--- src/assert_macros.svh ---
// Assertion helpers included by the sequencer top.
`ifndef ASSERT_MACROS_SVH
`define ASSERT_MACROS_SVH

// Checks a property at every rising edge of aclk, held off while aresetn is low.
`define ASSERT_CLK(label, prop, msg) \
    label: assert property (@(posedge aclk) disable iff (!aresetn) (prop)) else $error(msg);

// Checks an implication at every rising edge of aclk, held off while aresetn is low.
`define ASSERT_IMPLY(label, ante, cons, msg) \
    label: assert property (@(posedge aclk) disable iff (!aresetn) (ante) |-> (cons)) \
        else $error(msg);

`endif

--- src/lcdmts_pkg.sv ---
// ----------------------------------------------------------------------------
// LCD mode timing sequencer package
// Mode codes, timing constants, STAT source bits and shared types.
// ----------------------------------------------------------------------------
package lcdmts_pkg;

    localparam logic [1:0] MODE_HBLANK = 2'd0;
    localparam logic [1:0] MODE_VBLANK = 2'd1;
    localparam logic [1:0] MODE_OAM    = 2'd2;
    localparam logic [1:0] MODE_XFER   = 2'd3;

    localparam logic [9:0] OAM_DOTS    = 10'd80;
    localparam logic [9:0] XFER_DOTS   = 10'd172;
    localparam logic [9:0] HBLANK_DOTS = 10'd204;
    localparam logic [9:0] LINE_DOTS   = 10'd456;

    localparam logic [7:0] VBLANK_LINE = 8'd144;
    localparam logic [7:0] LAST_LINE   = 8'd153;

    localparam logic [7:0] SRC_HBLANK  = 8'h08;
    localparam logic [7:0] SRC_VBLANK  = 8'h10;
    localparam logic [7:0] SRC_OAM     = 8'h20;
    localparam logic [7:0] SRC_LYC     = 8'h40;
    localparam logic [7:0] SRC_MASK    = 8'h78;
    localparam logic [7:0] COINC_BIT   = 8'h04;
    localparam logic [7:0] MODE_MASK   = 8'hF8;

    localparam logic [7:0] STATUS_RESET = 8'h02;

    typedef struct packed {
        logic [1:0] mode;
        logic [9:0] dots;
        logic [7:0] line;
        logic [7:0] status;
    } seq_state_t;

    typedef struct packed {
        logic vblank_irq;
        logic status_irq;
        logic render_line;
        logic frame_done;
    } seq_flags_t;

endpackage

--- src/lcdmts_step.sv ---
// ----------------------------------------------------------------------------
// LCD mode timing step
// Advances the dot counter, line and mode by one tick and builds STAT.
// ----------------------------------------------------------------------------
module lcdmts_step (
    input  lcdmts_pkg::seq_state_t cur_state,
    input  logic [7:0]             dot_clocks,
    input  logic [7:0]             compare_line,
    output lcdmts_pkg::seq_state_t nxt_state,
    output lcdmts_pkg::seq_flags_t flags
);
    import lcdmts_pkg::*;

    logic [9:0] dot_sum;
    logic [7:0] line_inc;
    logic [7:0] src_bit;
    logic       src_fire;
    logic [7:0] status_src;
    logic [7:0] status_mode;

    // The counter stays below 456 between ticks, so the sum fits in 10 bits.
    assign dot_sum  = cur_state.dots + {2'b00, dot_clocks};
    assign line_inc = cur_state.line + 8'd1;

    always_comb begin
        nxt_state      = cur_state;
        nxt_state.dots = dot_sum;
        flags          = '0;
        src_bit        = '0;
        src_fire       = 1'b0;
        case (cur_state.mode)
            MODE_OAM: begin
                if (dot_sum >= OAM_DOTS) begin
                    nxt_state.dots = '0;
                    nxt_state.mode = MODE_XFER;
                end
            end
            MODE_XFER: begin
                if (dot_sum >= XFER_DOTS) begin
                    nxt_state.dots    = '0;
                    nxt_state.mode    = MODE_HBLANK;
                    src_bit           = SRC_HBLANK;
                    src_fire          = 1'b1;
                    flags.render_line = 1'b1;
                end
            end
            MODE_HBLANK: begin
                if (dot_sum >= HBLANK_DOTS) begin
                    nxt_state.dots = '0;
                    nxt_state.line = line_inc;
                    if (line_inc == VBLANK_LINE) begin
                        nxt_state.mode   = MODE_VBLANK;
                        src_bit          = SRC_VBLANK;
                        src_fire         = 1'b1;
                        flags.vblank_irq = 1'b1;
                        flags.frame_done = 1'b1;
                    end else begin
                        nxt_state.mode = MODE_OAM;
                    end
                end
            end
            default: begin
                if (dot_sum >= LINE_DOTS) begin
                    nxt_state.dots = '0;
                    nxt_state.line = line_inc;
                    if (line_inc > LAST_LINE) begin
                        nxt_state.mode = MODE_OAM;
                        nxt_state.line = '0;
                        src_bit        = SRC_OAM;
                        src_fire       = 1'b1;
                    end
                end
            end
        endcase

        status_src  = src_fire ? ((cur_state.status & ~SRC_MASK) | src_bit)
                               : cur_state.status;
        status_mode = (status_src & MODE_MASK) | {6'd0, nxt_state.mode};

        // Coincidence comes last and replaces any source set on this tick.
        if (nxt_state.line == compare_line) begin
            nxt_state.status = ((status_mode | COINC_BIT) & ~SRC_MASK) | SRC_LYC;
            flags.status_irq = 1'b1;
        end else begin
            nxt_state.status = status_mode;
            flags.status_irq = src_fire;
        end
    end

endmodule

--- src/lcd_mode_timing_sequencer_top.sv ---
// ----------------------------------------------------------------------------
// LCD mode timing sequencer
// A transfer accepted into the input register moves to the result register once that one is free or drains.
// Throughput: one tick per cycle while m_ready stays high; the state update is a single add and compare.
// An input register and a result register decouple the two channels.
// Reset (synchronous, active low): OAM search, line 0, counter 0, STAT 0x02,
// compare line 0, both channels empty.
// ----------------------------------------------------------------------------
`include "assert_macros.svh"

module lcd_mode_timing_sequencer_top (
    input  logic       aclk,
    input  logic       aresetn,
    input  logic       cfg_wr_en,
    input  logic [7:0] cfg_wr_data,
    input  logic       s_valid,
    output logic       s_ready,
    input  logic [7:0] s_dot_clocks,
    output logic       m_valid,
    input  logic       m_ready,
    output logic [1:0] m_lcd_mode,
    output logic [7:0] m_line_number,
    output logic [7:0] m_status_byte,
    output logic       m_vblank_irq,
    output logic       m_status_irq,
    output logic       m_render_line,
    output logic       m_frame_done
);
    import lcdmts_pkg::*;

    logic       compare_line_reg;
    logic [7:0] cmp_line_reg;
    logic       in_valid_reg;
    logic [7:0] in_dots_reg;
    logic       out_valid_reg;
    logic       advance;
    seq_state_t state_reg;
    seq_state_t state_next;
    seq_flags_t flags_next;
    seq_state_t out_state_reg;
    seq_flags_t out_flags_reg;

    // An item moves into the result register when that register is free or drains.
    assign advance = in_valid_reg && (!out_valid_reg || m_ready);
    assign s_ready = !in_valid_reg || advance;

    lcdmts_step u_step (
        .cur_state    (state_reg),
        .dot_clocks   (in_dots_reg),
        .compare_line (cmp_line_reg),
        .nxt_state    (state_next),
        .flags        (flags_next)
    );

    always_ff @(posedge aclk) begin
        if (!aresetn) begin
            cmp_line_reg     <= '0;
            compare_line_reg <= 1'b0;
        end else if (cfg_wr_en) begin
            cmp_line_reg     <= cfg_wr_data;
            compare_line_reg <= 1'b1;
        end
    end

    always_ff @(posedge aclk) begin
        if (!aresetn) begin
            in_valid_reg  <= 1'b0;
            out_valid_reg <= 1'b0;
            state_reg     <= '{mode: MODE_OAM, dots: '0, line: '0, status: STATUS_RESET};
        end else begin
            if (s_valid && s_ready) begin
                in_valid_reg <= 1'b1;
            end else if (advance) begin
                in_valid_reg <= 1'b0;
            end
            if (advance) begin
                out_valid_reg <= 1'b1;
                state_reg     <= state_next;
            end else if (m_ready) begin
                out_valid_reg <= 1'b0;
            end
        end
    end

    always_ff @(posedge aclk) begin
        if (s_valid && s_ready) begin
            in_dots_reg <= s_dot_clocks;
        end
        if (advance) begin
            out_state_reg <= state_next;
            out_flags_reg <= flags_next;
        end
    end

    assign m_valid       = out_valid_reg;
    assign m_lcd_mode    = out_state_reg.mode;
    assign m_line_number = out_state_reg.line;
    assign m_status_byte = out_state_reg.status;
    assign m_vblank_irq  = out_flags_reg.vblank_irq;
    assign m_status_irq  = out_flags_reg.status_irq;
    assign m_render_line = out_flags_reg.render_line;
    assign m_frame_done  = out_flags_reg.frame_done;

    // The compare line only ever changes through a configuration write.
    `ASSERT_IMPLY(a_cmp_written, !compare_line_reg, cmp_line_reg == 8'd0, "compare line changed without a write")
    `ASSERT_CLK(a_dots_range, state_reg.dots < LINE_DOTS, "dot counter passed a full line")
    `ASSERT_IMPLY(a_line_mode, state_reg.mode != MODE_VBLANK, state_reg.line < VBLANK_LINE, "visible mode outside visible lines")
    `ASSERT_IMPLY(a_stat_mode, out_valid_reg, m_status_byte[1:0] == m_lcd_mode, "STAT mode bits differ from mode")
    `ASSERT_IMPLY(a_vblank_entry, out_valid_reg && m_vblank_irq, m_status_irq && m_frame_done && (m_lcd_mode == MODE_VBLANK), "vblank entry pulses inconsistent")

endmodule
--- config.mk ---
export PLATFORM = sky130hd
export DESIGN_NAME = lcd_mode_timing_sequencer_top
export DESIGN_NICKNAME = d
export VERILOG_FILES = /design/src/lcdmts_pkg.sv /design/src/lcdmts_step.sv /design/src/lcd_mode_timing_sequencer_top.sv
export VERILOG_INCLUDE_DIRS = /design/src /design/src/src
export SDC_FILE = /design/constraint.sdc
export NUM_CORES = 1
export LEC_CHECK = 0
export BUFFER_PORTS_ARGS = -buffer_cell sky130_fd_sc_hd__buf_4
export CORE_ASPECT_RATIO = 0.5
export CORE_MARGIN = 2
export CORE_UTILIZATION = 50
export CTS_CLUSTER_DIAMETER = 50
export CTS_CLUSTER_SIZE = 10
export DETAILED_ROUTE_END_ITERATION = 8
export PLACE_DENSITY_LB_ADDON = 0.1
export SYNTH_ARGS = -nofsm -noshare
export SYNTH_HDL_FRONTEND = slang
export SYNTH_SLANG_ARGS = --single-unit
--- constraint.sdc ---
create_clock -name aclk -period 4.9 [get_ports aclk]
set_clock_uncertainty 0.05 [all_clocks]
set_input_delay 0.49 -clock aclk [delete_from_list [all_inputs] [get_ports aclk]]
set_output_delay 0.49 -clock aclk [all_outputs]
set_load 0.01 [all_outputs]
==> Word level (Yosys, flattened, before mapping) <==
Cells that the tools add are included.
{ "classes": {"addsub": 2, "magnitude_cmp": 5, "n_eq_ne": 4, "muxes": 27, "n_bitwise": 2, "n_reduce_logical": 10} }
{ "op_table": {"columns": ["operator", "n"], "rows": [
  ["20-bit two-way mux", 2],
  ["12-bit case mux with 3 select lines", 1],
  ["8-bit two-way mux", 4],
  ["12-bit two-way mux", 2],
  ["8-bit case mux with 3 select lines", 1],
  ["10-bit by 8-bit greater-or-equal comparator with 1-bit output, second input constant", 2],
  ["8-bit case mux with 2 select lines", 1],
  ["10-bit by 8-bit adder with 10-bit output", 1],
  ["10-bit by 7-bit greater-or-equal comparator with 1-bit output, second input constant", 1],
  ["10-bit by 9-bit greater-or-equal comparator with 1-bit output, second input constant", 1],
  ["1-bit two-way mux", 9],
  ["8-bit by 1-bit adder with 8-bit output, second input constant", 1],
  ["8-bit equality test", 1],
  ["8-bit equality test, second input constant", 1],
  ["8-bit greater-than comparator, second input constant", 1],
  ["8-bit by 2-bit bitwise OR with 8-bit output", 1],
  ["8-bit bitwise OR", 1],
  ["7-bit two-way mux", 1],
  ["6-bit two-way mux", 1],
  ["5-bit two-way mux", 1],
  ["2-bit equality test, second input constant", 2],
  ["2-bit two-way mux", 2],
  ["4-bit two-way mux", 1],
  ["2-bit nonzero test", 2],
  ["other kinds (6)", 9]
]} }
{ "word_totals": {"reg_bits": 67, "inputBits": 21, "output_inout_bits": 24, "wordCells": 64} }

==> Logic depth before layout (Yosys ltp) <==
{ "logic_depth": {"word_depth": 9, "depth_mapped": 15, "depth_no_buf": 14} }

==> Cells and area by module <==
From an unflattened synthesis, not the netlist that was laid out.
{ "hier_totals": {"hier_cells": 414, "area_unflattened_um2": 4072.7} }
{ "modules_own_cells": {"columns": ["mod", "instances", "cells_each", "area_per_inst_um2", "seq_area_each_um2"], "rows": [
  ["lcd_mode_timing_sequencer_top", 1, 187, 2434.8, 1661.6],
  ["lcdmts_step", 1, 227, 1637.8, 0.0]
]} }

==> Worst setup path before layout <==
Ideal clock, no wire load.
{ "synth_path": {"path_type": "reg2reg", "startpoint": "register in_dots_reg[0]", "endpoint": "register out_state_reg (netlist bit m_status_byte[6]), data pin", "setup_ns": 0.254, "t_arrival_ns": 3.145, "required_ns": 4.596, "path_slack_ns": 1.451, "stages_incl_launch_ff": 15, "n_path_buf": 0, "period_less_slack_ns": 3.449, "path_cell_list": "edfxtp_1 > ha_1 > inv_1 > fa_1 > nand2b_1 > a211oi_2 > o21ai_1 > a311o_1 > o211ai_2 > nand3_1 > o2bb2ai_1 > o21a_1 > o211ai_4 > nor2_2 > a21o_1"} }
{ "synth_lines": {"columns": ["item", "line", "text"], "rows": [
  ["from (decl)", "lcd_mode_timing_sequencer_top.sv:34", "logic [7:0] in_dots_reg;"],
  ["from (signal assigned)", "lcd_mode_timing_sequencer_top.sv:87", "in_dots_reg <= s_dot_clocks;"],
  ["to (signal assigned)", "lcd_mode_timing_sequencer_top.sv:90", "out_state_reg <= state_next;"],
  ["to (decl)", "lcd_mode_timing_sequencer_top.sv:40", "seq_state_t out_state_reg;"]
]} }

==> summary by stage <==
CTS
Once the clock tree was built, the resizer swapped 0 gates to a different size. The clock net sink count is 60. TritonCTS built the clock tree.

The total of hold buffers inserted after clock tree synthesis is 0. The clock latency on the worst-skew pair is 0.33 ns. The H-tree was split into 3 levels. Clock tree synthesis selected as its root buffer the cell sky130_fd_sc_hd__clkbuf_16. The buffers inserted during post-CTS setup optimization is 0. Counting along the longest clock path gives a buffer depth of 2.

Clock tree synthesis inserted a total of 9 buffers. The clock-pin slew on the worst setup and hold paths is 0.05 ns.

Place
The half-perimeter wire length after detailed placement is 6.40 mm. The number of input and output port buffers inserted is 43. The cell area after placement is 3990 um2. The final RePlAce weighted congestion is 0.912.

STA
The final critical path takes up 83.3% of the cycle. Based on the critical path, the design can be clocked at up to 245 MHz. The minimum clock period is 4.08 ns. Setup violations remaining at the end of the flow were counted as 0. The final setup TNS is 0 ns.

In this run the tightest slew margin relative to its limit is 28.8%. The count of endpoints failing hold in the final timing report is 0. The max-slew violation total from the final report is 0. For the pin with the worst max-slew slack, the measured transition is 1.07 ns. Setup repair after global routing left no endpoint under its margin.

Power and ir drop
The portion of total power attributed to sequential cells is 40.2%. Summed over all cells, the static leakage comes to 1.67 nW. The internal power consumption is 1.04 mW. The power density relative to cell area is 337 nW/um2. The peak supply drop is 225 uV.

The net switching fraction of the power is 27.7%. For this design the total switching power over the nets is 399 uW. The clock network power share is 39.7%. The combinational cell fraction of total power is 20.1%.

Floorplan
The floorplan step set the die width to 125 um. The total I/O pin count is 45. The row count is 21. The placeable core region is 6860 um2. The initial utilization of the core area, before any placement, comes to 53.2%. The floorplan step set the die height to 64.4 um. The die covers 8030 um2.

Route
The total routed wirelength is 8.92 mm. After detailed routing, the number of vias per cell comes to 5.98. The first-pass iteration count of the detailed router is 5. The first routing iteration left 184 violations. The overall via count from detail_route is 3179.

The remaining antenna violation count after routing is 0. In the final routed layout, each cell accounts on average for 16.8 um. The number of remaining DRC errors is 0.

Synth
The largest area contributor in the netlist is sky130_fd_sc_hd__edfxtp_1. The per-instance average area after synthesis is 9.10 um2. The area share of the largest cell type after synthesis is 21.4%.

The most numerous cell in the Yosys netlist is sky130_fd_sc_hd__nor2_1. The most used flip-flop cell after synthesis is sky130_fd_sc_hd__dfxtp_1. Ranked by total cell area, the synthesized netlist is headed by sky130_fd_sc_hd__edfxtp_1 (21%), sky130_fd_sc_hd__dfxtp_1 (19%), sky130_fd_sc_hd__nor2_1 (4.9%), sky130_fd_sc_hd__nand2_1 (4.2%), sky130_fd_sc_hd__ha_1 (3.8%). The flip-flop and latch count after synthesis is 60.

The count of distinct cell types in the synthesized netlist is 71. The count of flip-flops with a built-in enable after synthesis is 26. The summed instance area of the synthesized netlist is 3650 um2. Counting every instance in the synthesized netlist gives 401. After synthesis, the most frequently instantiated cells are sky130_fd_sc_hd__nor2_1 (48), sky130_fd_sc_hd__nand2_1 (41), sky130_fd_sc_hd__dfxtp_1 (34).

The sequential cell area fraction in the yosys report is 40.1%. The fraction of registers with async set/reset is 0%. Yosys printed 0 warnings. When the netlist entered floorplanning its net count stood at 434.

Setup path
The worst setup path is captured at a register. Data on the critical path is required at its endpoint by 4.93 ns. The start-to-end type of the worst setup path is reg -> reg. The delay of the slowest cell on the worst path is 0.43 ns. The category of cells accounting for the largest share of critical-path delay is compound AO/OA/AOI/OAI gates. The arrival time at the worst endpoint is 4.11 ns.

The dominant cell type by count on the critical path is sky130_fd_sc_hd__a211oi_2. The number of buffer and inverter instances along the worst setup path is 1. Walking the worst path, the cells encountered are ha_1, inv_1, fa_1, nand2b_1, a211oi_2, o21ai_1, a311o_1, o2bb2ai_2, and2_1, o21ai_0, a211oi_2, o211ai_4, nor2_2, nor2_1. In this run the worst path has a maximum fanout of 10. The slowest stage of the critical path belongs to the cell sky130_fd_sc_hd__and2_1. STA classifies the critical path startpoint as a register.

Global route
The via count of the first global-routing pass is 3062. Global routing used 23.3% of the available tracks. The initial antenna violation count is 0. The global-route wire length before repair is 14.9 mm. Entering global routing, the biggest net connects 34 pins. The total congestion overflow after global routing is 0.

Cells and area
The final design instance area without fill is 4270 um2. Compared with the post-synthesis result, the final layout area differs by 17.0%. 0 antenna diodes ended up in the layout. The flip-flop count of the largest register after layout is 24. The fraction of final layout cells sized beyond drive strength 1 is 17.7%. The total of fill cells in the finished design is 591. The final layout net count is 468.

Run status
The flow ran to the end, and the final reports show no timing, DRC or antenna violations.

Flow run
The number of max-capacitance violations reported is 0.

Worst hold path
The path class of the tightest hold or removal check is in -> reg.
power by group through the flow:
stage                     sequential, mW  combinational (mW)  clock (mW)
final                              0.578               0.289       0.572
after CTS                          0.578               0.287       0.582
after detailed placement           0.587               0.283           0
after global placement             0.586               0.279           0
after floorplan                    0.582               0.210           0
after global routing               0.581               0.316       0.607
placed cells by master (no fill, tap or decap), drive strengths merged, types with 6 or more instances in the layout:
master and n:
inv 13, and2 6, nand2 41, mux2i 13, a21oi 26, o211ai 13
ha 11, dfxtp 34, a31oi 7, and3 6, o21ai 21, edfxtp 26
xor2 7, xnor2 8, buf 45, a211oi 8, clkbuf 14, nor3 9
nor2 49, a2bb2oi 6
routing by layer:
layer,vias up,GRT usage (%),wire length (um)
met2,117,38.0,4030
met5,-,0,0
met1,1503,31.1,4230
li1,1544,-,-
met3,15,6.03,566
met4,0,6.18,88
final timing paths:
path / slack (ns) / from / end / cells past startpoint
worst min register to register: 0.41 / state_reg[4]$_SDFFE_PN0P_ / state_reg[4]$_SDFFE_PN0P_ / 2
worst max register to register: 0.82 / in_dots_reg[0]$_DFFE_PP_ / m_status_byte[3]$_DFFE_PP_ / 14
worst max-delay path: 0.82 / in_dots_reg[0]$_DFFE_PP_ / m_status_byte[3]$_DFFE_PP_ / 14
worst min-delay path: 0.29 / s_dot_clocks[3] / in_dots_reg[3]$_DFFE_PP_ / 1
cells by family (layout without fill, tap and decap cells):
kind of cell,Yosys count,in the layout,synth area share [%]
muxes,14,14,3.88
and+or+nand+nor,141,141,19.2
other,1,1,0.103
xor gates and xnor gates,15,15,3.60
DFF,60,60,40.1
buffers and inverters,37,76,4.49
adders and majority gates,12,12,4.32
AOI/OAI and AO/OA,121,121,24.3
worst reg2reg max path, cell delays in order (launching register included):
cell                        delay (ns)
sky130_fd_sc_hd__edfxtp_1         0.32
sky130_fd_sc_hd__ha_1             0.19
sky130_fd_sc_hd__inv_1            0.06
sky130_fd_sc_hd__fa_1             0.39
sky130_fd_sc_hd__nand2b_1         0.19
sky130_fd_sc_hd__a211oi_2         0.37
sky130_fd_sc_hd__o21ai_1          0.18
sky130_fd_sc_hd__a311o_1          0.41
sky130_fd_sc_hd__o2bb2ai_2        0.27
sky130_fd_sc_hd__and2_1           0.43
sky130_fd_sc_hd__o21ai_0          0.21
sky130_fd_sc_hd__a211oi_2         0.28
sky130_fd_sc_hd__o211ai_4         0.17
sky130_fd_sc_hd__nor2_2           0.24
sky130_fd_sc_hd__nor2_1           0.07
metrics by stage:
| stage | power (mW) | std cells | setup WS, ns | util (%) | hold WS, ns |
|---|---|---|---|---|---|
| after floorplan | 0.792 | 401 | 1.45 | - | 0.382 |
| after global placement | 0.865 | 516 | 1.10 | 58.2 | 0.389 |
| after detailed placement | 0.870 | 516 | 0.906 | 58.2 | 0.394 |
| after CTS | 1.45 | 532 | 0.882 | 62.2 | 0.279 |
| after global routing | 1.50 | 532 | 0.523 | 62.2 | 0.276 |
| final | 1.44 | 532 | 0.816 | 62.2 | 0.287 |
final cells by class:
cell class | instances | area (um2) | share of cell area (%)
Inverter | 15 | 56.3 | 1.32
Sequential cell | 60 | 1460 | 34.3
Multi-Input combinational cell | 304 | 2020 | 47.4
Clock buffer | 14 | 264 | 6.19
Tap cell | 92 | 115 | 2.70
Timing Repair Buffer | 45 | 338 | 7.92
Clock inverter | 2 | 10.0 | 0.235
No activity file was read; power rests on OpenSTA's default activity.
